### src/design/scc_pkg.sv
// Package for the sampled curve curvature block: sizes, codes and the
// command and status bundles between the controller and the datapath.
// Has no dependencies; all other design files use it by scoped names.
package scc_pkg;

    // Row storage.
    localparam int MAX_COLUMNS = 64;
    localparam int POS_W       = $clog2(MAX_COLUMNS);
    localparam int CNT_W       = 7;
    localparam int DATA_W      = 32;

    // Shared divider sizes.
    localparam int DIV_NUM_W   = 82;
    localparam int DIV_DEN_W   = 64;
    localparam int DIV_CNT_W   = 7;
    localparam logic [DIV_CNT_W-1:0] SLOPE_ITERS = DIV_CNT_W'(48);
    localparam logic [DIV_CNT_W-1:0] WIDE_ITERS  = DIV_CNT_W'(DIV_NUM_W);

    // Result status codes.
    typedef enum logic [1:0] {
        ST_OK   = 2'd0,
        ST_ZERO = 2'd1,
        ST_SAT  = 2'd2
    } t_status;

    // Divider operand choice.
    typedef enum logic [1:0] {
        DIV_SLOPE,
        DIV_CURV,
        DIV_NORM
    } t_div_sel;

    // Multiplier operand choice.
    typedef enum logic [1:0] {
        MUL_SPAN,
        MUL_SLOPE,
        MUL_DEN_HI,
        MUL_DEN_LO
    } t_mul_sel;

    // Controller states.
    typedef enum logic [4:0] {
        S_IDLE,
        S_DIFF,
        S_CHECK,
        S_DIVU,
        S_WDIVU,
        S_USAT,
        S_SQ,
        S_SQRT,
        S_WSQRT,
        S_DEN1,
        S_DEN2,
        S_DEN3,
        S_DIV1,
        S_WDIV1,
        S_DIV2,
        S_WDIV2,
        S_FIN,
        S_DONE
    } t_state;

    // Commands from the controller to the datapath.
    typedef struct packed {
        logic     load;
        logic     calc;
        logic     simple;
        logic     div_start;
        t_div_sel div_sel;
        logic     usat;
        logic     mul_en;
        t_mul_sel mul_sel;
        logic     sqrt_start;
        logic     den_sum;
        logic     fin;
        logic     out_load;
    } t_dp_cmd;

    // Status from the datapath to the controller.
    typedef struct packed {
        logic produce;
        logic pos_zero;
        logic zero_sp;
        logic div_busy;
        logic sqrt_busy;
        logic out_free;
    } t_dp_stat;

endpackage

### src/design/scc_ctrl.sv
// Controller state machine that sequences the curvature datapath.
// Depends on scc_pkg for states and the command and status bundles.
module scc_ctrl (
    input  logic              i_clk,
    input  logic              i_rst_n,
    input  logic              i_valid,
    input  scc_pkg::t_dp_stat i_stat,
    output logic              o_ready,
    output scc_pkg::t_dp_cmd  o_cmd
);

    scc_pkg::t_state r_state;
    scc_pkg::t_state n_state;

    // State register.
    always_ff @(posedge i_clk) begin
        if (!i_rst_n) begin
            r_state <= scc_pkg::S_IDLE;
        end else begin
            r_state <= n_state;
        end
    end

    // Next state and commands.
    always_comb begin
        n_state = r_state;
        o_ready = 1'b0;
        o_cmd   = '0;
        unique case (r_state)
            scc_pkg::S_IDLE: begin
                o_ready    = 1'b1;
                o_cmd.load = i_valid;
                if (i_valid) begin
                    n_state = scc_pkg::S_DIFF;
                end
            end
            scc_pkg::S_DIFF: begin
                o_cmd.calc = 1'b1;
                n_state    = scc_pkg::S_CHECK;
            end
            scc_pkg::S_CHECK: begin
                if (!i_stat.produce) begin
                    n_state = scc_pkg::S_IDLE;
                end else if (i_stat.pos_zero || i_stat.zero_sp) begin
                    o_cmd.simple = 1'b1;
                    n_state      = scc_pkg::S_DONE;
                end else begin
                    n_state = scc_pkg::S_DIVU;
                end
            end
            scc_pkg::S_DIVU: begin
                o_cmd.div_start = 1'b1;
                o_cmd.div_sel   = scc_pkg::DIV_SLOPE;
                n_state         = scc_pkg::S_WDIVU;
            end
            scc_pkg::S_WDIVU: begin
                if (!i_stat.div_busy) begin
                    n_state = scc_pkg::S_USAT;
                end
            end
            scc_pkg::S_USAT: begin
                o_cmd.usat    = 1'b1;
                o_cmd.mul_en  = 1'b1;
                o_cmd.mul_sel = scc_pkg::MUL_SPAN;
                n_state       = scc_pkg::S_SQ;
            end
            scc_pkg::S_SQ: begin
                o_cmd.mul_en  = 1'b1;
                o_cmd.mul_sel = scc_pkg::MUL_SLOPE;
                n_state       = scc_pkg::S_SQRT;
            end
            scc_pkg::S_SQRT: begin
                o_cmd.sqrt_start = 1'b1;
                n_state          = scc_pkg::S_WSQRT;
            end
            scc_pkg::S_WSQRT: begin
                if (!i_stat.sqrt_busy) begin
                    n_state = scc_pkg::S_DEN1;
                end
            end
            scc_pkg::S_DEN1: begin
                o_cmd.mul_en  = 1'b1;
                o_cmd.mul_sel = scc_pkg::MUL_DEN_HI;
                n_state       = scc_pkg::S_DEN2;
            end
            scc_pkg::S_DEN2: begin
                o_cmd.mul_en  = 1'b1;
                o_cmd.mul_sel = scc_pkg::MUL_DEN_LO;
                n_state       = scc_pkg::S_DEN3;
            end
            scc_pkg::S_DEN3: begin
                o_cmd.den_sum = 1'b1;
                n_state       = scc_pkg::S_DIV1;
            end
            scc_pkg::S_DIV1: begin
                o_cmd.div_start = 1'b1;
                o_cmd.div_sel   = scc_pkg::DIV_CURV;
                n_state         = scc_pkg::S_WDIV1;
            end
            scc_pkg::S_WDIV1: begin
                if (!i_stat.div_busy) begin
                    n_state = scc_pkg::S_DIV2;
                end
            end
            scc_pkg::S_DIV2: begin
                o_cmd.div_start = 1'b1;
                o_cmd.div_sel   = scc_pkg::DIV_NORM;
                n_state         = scc_pkg::S_WDIV2;
            end
            scc_pkg::S_WDIV2: begin
                if (!i_stat.div_busy) begin
                    n_state = scc_pkg::S_FIN;
                end
            end
            scc_pkg::S_FIN: begin
                o_cmd.fin = 1'b1;
                n_state   = scc_pkg::S_DONE;
            end
            scc_pkg::S_DONE: begin
                if (i_stat.out_free) begin
                    o_cmd.out_load = 1'b1;
                    n_state        = scc_pkg::S_IDLE;
                end
            end
            default: begin
                n_state = scc_pkg::S_IDLE;
            end
        endcase
    end

endmodule

### config.mk
export PLATFORM = sky130hd
export DESIGN_NAME = scc_ctrl
export DESIGN_NICKNAME = d
export VERILOG_FILES = /design/src/design/scc_pkg.sv /design/src/design/scc_ctrl.sv
export SDC_FILE = /design/constraint.sdc
export NUM_CORES = 1
export LEC_CHECK = 0
export BUFFER_PORTS_ARGS = -buffer_cell sky130_fd_sc_hd__buf_2
export CORE_ASPECT_RATIO = 1.25
export CORE_MARGIN = 2
export CORE_UTILIZATION = 25
export CTS_CLUSTER_SIZE = 24
export DETAILED_ROUTE_END_ITERATION = 10
export GPL_TIMING_DRIVEN = 0
export MAX_ROUTING_LAYER = met4
export PLACE_DENSITY = 0.57
export SLEW_MARGIN = 20
export SYNTH_ARGS = -nofsm -noshare
export SYNTH_HDL_FRONTEND = slang
export SYNTH_SLANG_ARGS = --single-unit
### constraint.sdc
create_clock -name i_clk -period 1.9 [get_ports i_clk]
set_clock_uncertainty 0.2 [all_clocks]
set_input_delay 0.19 -clock i_clk [delete_from_list [all_inputs] [get_ports i_clk]]
set_output_delay 0.19 -clock i_clk [all_outputs]
set_load 0.05 [all_outputs]
## After elaboration in Yosys (flattened, before gate mapping)

Cells that the tools add are included.

| storage, ports and cells | value |
|---|---|
| logic and storage cells | 50 |
| flip-flop bits (word level) | 5 |

| cells by class | value |
|---|---|
| eq/ne operators | 23 |
| muxes and demuxes | 23 |
| reductions and logical operators | 3 |

Operator list:

| operator | count |
|---|---|
| case mux 5 bit (18 select lines) | 1 |
| equality test 5 x 4 -> 1 bit, second input constant | 8 |
| 2-to-1 mux 5 bit | 8 |
| equality test 5 x 3 -> 1 bit, second input constant | 4 |
| 2-to-1 mux 1 bit | 12 |
| inequality test 2 bit, second input constant | 6 |
| case mux 3 bit (4 select lines) | 1 |
| equality test 5 x 2 -> 1 bit, second input constant | 2 |
| equality test 5 bit, second input constant | 2 |
| case mux 3 bit (3 select lines) | 1 |
| AND reduction 6 bit | 1 |
| equality test 5 x 1 -> 1 bit, second input constant | 1 |
| logical NOT 5 bit | 1 |
| logical OR 1 bit | 1 |

## Longest topological paths before layout

Gate-level depths: netlist of run 1.

| logic depth | value |
|---|---|
| depth after elaboration | 4 |
| gate-level depth with buffers | 6 |
| gate-level depth less buffers | 5 |

## Worst setup path after synthesis of run 1

No wires, ideal clock.

| path | value |
|---|---|
| kind | register -> output |
| start point | reg r_state[0] |
| end point | out o_cmd[8] (netlist bit) |
| path slack | -636 ps |
| data required time | 1,510 ps |
| cell stages (with the launch flop) | 4 |
| arrival | 2,146 ps |
| cell sequence | dfxtp_1 -> buf_6 -> clkbuf_1 -> nor4_1 |

RTL lines:

| what | line | text |
|---|---|---|
| start, declared | scc_ctrl.sv:12 | `scc_pkg::t_state r_state;` |
| start signal, assigned | scc_ctrl.sv:18 | `r_state <= scc_pkg::S_IDLE;` |
| start signal, assigned | scc_ctrl.sv:20 | `r_state <= n_state;` |
| end, declared | scc_ctrl.sv:9 | `output scc_pkg::t_dp_cmd o_cmd` |

==> key figures, run 1 <==
Timing
  • # setup viols final: 0
  • Min cycle time layout: 1840 ps
  • Final count of pins violating max slew: 0
  • Setup TNS: 0 ps
  • PnR worst setup slack: 62.9 ps
  • FMAX: 544 MHz
  • Worst hold slack: 31.2 ps
  • Crit share post-route: 96.7%
  • Fin. Hold Viols: 0
  • Least-Margin Pin Slew: 446 ps
  • Slew HR: 69.9%

Cells and area
  • Filler cell count in the final layout: 241
  • Synthesis-to-finish area growth: 49.3%
  • Number of flip-flops in the largest register: 5
  • Final core occ: 39.4%
  • Largest reg by FF count: r_state
  • Layout cell share with drive strength beyond 1: 54.4%
  • N_diodes: 0
  • Biggest regs: r_state: 5 flops
  • Final net count: 113
  • Multi-input logic area: 464 sq um
  • Register Area: 103 sq um

CTS
  • Hold-fix buffers at CTS: 0
  • CTS sink count: 5
  • Postcts setup bufs: 0
  • Clk slew on worst S/H paths: 40 ps
  • Clk_lat worst skew: 240 ps
  • Num CTS Buffers: 3
  • CTS tree: yes
  • Root Driver: clkbuf_4
  • H-tree depth: 1
  • Clock buffer depth: 2

Synth
  • XOR/XNOR Fraction of Synth Area: 6.00%
  • Cell taking the most area after synthesis: dfxtp_1
  • Number of library cell types mapped by synthesis: 33
  • Mux cell area share after synthesis: 0%
  • Ranking of synthesized cells by area: dfxtp_1, buf_6, nor2_1, nor3_1, nand2_1
  • Synthesis-stage register bit count: 5
  • Ys async rst share: 0%
  • Syn Inst Count: 75
  • Synth Area in Simple Gates: 43.3%
  • Ys Warns: 0
  • Top-area cell type share of the netlist area: 17.1%
  • EDFF count, synth: 0
  • Synthesized net count: 84
  • Compound-Gate Fraction of Synth Area: 19.9%
  • Avg Cell Area, Syn: 7.79 sq um
  • Synthesized area: 584 sq um
  • Post-synth top flop: dfxtp_1
  • Post-Synth Adder-Cell Area: 0%
  • Largest family of logic cells by synthesized area: simple AND/OR/NAND/NOR gates
  • Sequential share of the synthesized area: 17.1%

Critical path
  • Crit path arrival time: 1450 ps
  • Worst path required time: 1510 ps
  • Top delay family on crit path: simple AND/OR/NAND/NOR gates
  • Buf/Inv on CP: 2
  • Critical path class: reg2out
  • Worst-path cell chain: buf_6 > or2b_2 > nor3_2 > buf_6
  • Top cell by count, worst path: buf_6
  • CP peak stage delay: 350 ps
  • Critical path peak fanout: 10
  • Critical Path Sink Type: output pin
  • Critical path's slowest cell: dfxtp_2
  • Type of origin of the critical path: register

Die
  • Area of the core: 2210 sq um
  • Cell Rows: 19
  • Die Ht: 58.1 microns
  • DIE WIDTH: 47.2 microns
  • Starting Density: 26.4%
  • Die footprint: 2740 sq um
  • IO Pins: 24

Drt
  • Vias: 623
  • ANT nets after route: 0
  • DR iter-0 viols: 16
  • WL final: 1600 microns
  • Avg WL per Cell: 12.0 microns
  • TritonRoute pass-1 iters: 4
  • DRC Markers: 0
  • Via density: 4.65

GRT
  • Overflow after GRT: 0
  • Initial antenna violation count: 0
  • Total GRT Usage: 12.1%
  • Largest net degree at the start of global routing: 11
  • First-pass GRT wire length: 2330 microns
  • Vias in the first global route: 538

Power
  • Leak: 0.346 nW
  • Cell area power density: 1440 nW/um^2
  • Maximum VDD drop: 0.629 mV
  • Overall power: 1.26 mW

Run status
  • Status: completed

Job
  • Max-capacitance violation count: 0

Min path
  • Hold WC Path Type: in2reg

Place
  • Dpl hpwl: 1240 microns
  • Pre-CTS setup slack: 44.1 ps
  • I/O Buffers: 23
  • Placer Congestion: 0.802
report_power, final:
part           switching (mW)  internal (mW)  total (mW)
combinational           0.605          0.379       0.984
sequential             0.0200          0.137       0.157
clock                  0.0403         0.0792       0.119
total                   0.665          0.595        1.26
cell usage in the layout, fill, tap and decap left out, types with 2 or more instances in the layout:
| cell | instances |
|---|---|
| nand3_1 | 2 |
| nand2b_4 | 2 |
| o22ai_1 | 2 |
| nor3_2 | 6 |
| clkbuf_8 | 2 |
| or3_4 | 2 |
| buf_6 | 7 |
| nor2_1 | 7 |
| buf_2 | 14 |
| clkbuf_4 | 7 |
| nand3b_1 | 2 |
| dfxtp_2 | 2 |
| nor2_2 | 3 |
| a21oi_1 | 2 |
| and3_1 | 2 |
| buf_4 | 4 |
| nand2_1 | 9 |
| dfxtp_1 | 3 |
| o21a_1 | 2 |
| and2_1 | 2 |
| xnor2_1 | 3 |
| o21ai_0 | 2 |
cell families after synthesis:
| family | after synthesis |
|---|---|
| compound gates | 15 |
| flops | 5 |
| xor+xnor | 4 |
| simple gates | 43 |
| buf+inv | 8 |
cells in the mapped netlist (2+ instances only):
cell type  number
and2_1          2
dfxtp_1         5
nand3_1         2
buf_6           4
nand3b_1        2
and3_1          2
o22ai_1         2
a21oi_1         2
clkbuf_8        2
nor2_1         10
nand2b_4        2
xnor2_1         3
o21a_1          2
nor3_1          7
nand2_1         9
o21ai_0         2
worst paths after layout:
check,startpoint,end,slack [ps],cells past startpoint
worst max-delay path,r_state[4]$_SDFFE_PN0P_,o_cmd[4],60,4
worst min-delay path,i_rst_n,r_state[4]$_SDFFE_PN0P_,30,2
worst max register to register,r_state[1]$_SDFFE_PN0P_,r_state[3]$_SDFFE_PN0P_,80,6
worst min register to register,r_state[1]$_SDFFE_PN0P_,r_state[1]$_SDFFE_PN0P_,390,3
through the flow:
step / area (sq um) / cells
floorplan: 611 / 75
global placement: 764 / 129
detailed placement: 764 / 129
CTS: 815 / 133
global route: 872 / 134
finish: 872 / 134
layout make-up:
class                   count  area share [%]
flip-flops and latches      5            11.8
well taps                  31            4.45
clock buffers               4            3.01
repair buffers             24            17.9
plain buffers               7            9.18
multi-input cells          62            53.2
inverters                   1           0.430
routing by layer:
metal | wire (microns) | up-vias | GRT usage (%)
li1 | - | 320 | -
met1 | 663 | 273 | 13.2
met2 | 832 | 28 | 19.9
met3 | 94 | 2 | 2.80
met4 | 12 | 0 | 5.95
met5 | 0 | - | -
worst reg2reg max path: cells and delay by family, from the launching register on:
kind / cells / cell delay (ps)
AOI/OAI and AO/OA: 3 / 590
buffers and inverters: 1 / 140
and+or+nand+nor: 2 / 530
DFF: 1 / 300
what timing repair did:
action / in CTS / in global routing
pin swaps: 0 / 1
gates cloned: 0 / 1
endpoints found under the setup margin: 10 / 14
gates resized for setup: 10 / 15
No activity file was read; power rests on OpenSTA's default activity.
==> inputs of run 2 (changes only) <==
Settings changed: CORE_UTILIZATION 25 to 35, PLACE_DENSITY 0.57 to 0.71.
==> run 2 against run 1 <==
Fmax shrank 1.1%. Critical path type unchanged. Non-clock buffer count grew 1. Die area shrank 27%. Sequential cell count is the same. Global-route usage grew 4.9 points. Highest routed layer unchanged. Largest power group unchanged. Core utilization grew 15 points. Largest cell class unchanged. First-iteration DRC count shrank 50%.
==> key figures, run 2 (synthesis gave the netlist of run 1 again) <==
Cells and area
  • N_diodes: 0
  • Biggest regs: r_state: 5 flops
  • Most common cell after layout, fill and taps aside: buf_2
  • Commonest cells after routing, fill and taps aside: buf_2, nand2_1, clkbuf_4, nor2_1, buf_6
  • Filler cell count in the final layout: 156
  • Final net count: 114
  • Register Area: 103 sq um
  • Final core occ: 54.6%
  • Multi-input logic area: 462 sq um
  • Largest reg by FF count: r_state
  • Number of flip-flops in the largest register: 5
  • Post-route cell area: 852 sq um
  • Layout cell share with drive strength beyond 1: 53.8%
  • Synthesis-to-finish area growth: 45.8%

CTS
  • Hold-fix buffers at CTS: 0
  • Clk slew on worst S/H paths: 40 ps
  • Num CTS Buffers: 3
  • CTS sink count: 5
  • Root Driver: clkbuf_4
  • H-tree depth: 1
  • Clk_lat worst skew: 240 ps
  • CTS tree: yes
  • Clock buffer depth: 2

Power
  • Maximum VDD drop: 0.601 mV
  • Cell area power density: 1480 nW/um^2
  • Leak: 0.353 nW

Min path
  • Hold WC Path Type: in2reg

Run status
  • Status: completed

Drt
  • DR iter-0 viols: 8
  • Vias: 645
  • WL final: 1490 microns
  • Avg WL per Cell: 12.2 microns
  • Via density: 5.29
  • TritonRoute pass-1 iters: 4
  • DRC Markers: 0
  • ANT nets after route: 0

Critical path
  • Worst path required time: 1510 ps
  • Type of origin of the critical path: register
  • Critical Path Sink Type: output pin
  • Critical path class: reg2out
  • Crit path arrival time: 1470 ps
  • Critical path peak fanout: 10

Die
  • Area of the core: 1560 sq um
  • Die footprint: 2010 sq um
  • Starting Density: 37.4%
  • IO Pins: 24
  • Cell Rows: 16
  • DIE WIDTH: 40.5 microns
  • Die Ht: 49.7 microns

Timing
  • Final count of pins violating max slew: 0
  • Slew HR: 69.4%
  • FMAX: 538 MHz
  • Least-Margin Pin Slew: 454 ps
  • Crit share post-route: 97.8%
  • RSZ-0062 raised after global routing: yes
  • Fin. Hold Viols: 0
  • Min cycle time layout: 1860 ps
  • PnR worst setup slack: 42.2 ps
  • Worst hold slack: 18.0 ps
  • # setup viols final: 0

Job
  • Max-capacitance violation count: 0

GRT
  • Initial antenna violation count: 0
  • Total GRT Usage: 17.0%
  • Overflow after GRT: 0
  • Largest net degree at the start of global routing: 11
  • First-pass GRT wire length: 2370 microns
  • Vias in the first global route: 575

Place
  • Placer Congestion: 0.841
  • Pre-CTS setup slack: -5.21 ps
  • Dpl cell area: 748 sq um
  • Dpl hpwl: 1120 microns
  • I/O Buffers: 23
-- run 2: changes by cell type in the layout (fill, tap and decap cells not counted), sizes merged --
| cell | before | now |
|---|---|---|
| buf | 25 | 26 |
-- run 2: layer usage --
metal | part of all wire [%] | GRT usage [%] | wire (microns)
met1 | 38 | 18.2 | 563
met4 | 1.9 | 8.33 | 29
met2 | 56 | 27.8 | 827
met5 | 0 | - | 0
met3 | 4.5 | 4.05 | 67
-- run 2: cell type report --
| class | instances | share of cell area (%) |
|---|---|---|
| buffer | 7 | 9.40 |
| tap | 18 | 2.64 |
| clock buffer | 4 | 3.08 |
| sequential | 5 | 12.0 |
| timing repair buffer | 25 | 18.2 |
| inverter | 1 | 0.441 |
| multi-input combinational | 62 | 54.2 |
-- run 2: final timing paths --
| path | slack (ps) | cells after the start | to | start |
|---|---|---|---|---|
| worst max register to register | 110 | 6 | r_state[4]$_SDFFE_PN0P_ | r_state[1]$_SDFFE_PN0P_ |
| worst max-delay path | 40 | 4 | o_cmd[4] | r_state[4]$_SDFFE_PN0P_ |
| worst min register to register | 390 | 3 | r_state[1]$_SDFFE_PN0P_ | r_state[1]$_SDFFE_PN0P_ |
| worst min-delay path | 20 | 2 | r_state[4]$_SDFFE_PN0P_ | i_rst_n |
-- run 2: per-stage QoR --
step / std cells / TNS [ps] / power [mW]
after floorplan: 75 / -1010 / 0.910
after global placement: 116 / 0 / 1.05
final: 122 / 0 / 1.26
after CTS: 120 / -3.56 / 1.21
after global routing: 122 / -70.8 / 1.35
after detailed placement: 116 / -5.21 / 1.07
-- run 2: power breakdown --
group	internal, mW	switching (mW)
logic	0.380	0.603
registers	0.137	0.0194
clock network	0.0793	0.0417
total	0.596	0.664
-- run 2: timing repair --
item	CTS	global route
pin swaps	0	1
gates resized for setup	8	13
endpoints found under the hold margin	0	0
setup endpoints to repair	9	13
cloned	0	1
setup buffers	0	1
-- run 2: worst max-delay path, cell delays in order, from the launching register on --
cell and delay (ps):
dfxtp_2 350, buf_6 150, or2b_2 320, nor3_1 180, buf_4 220
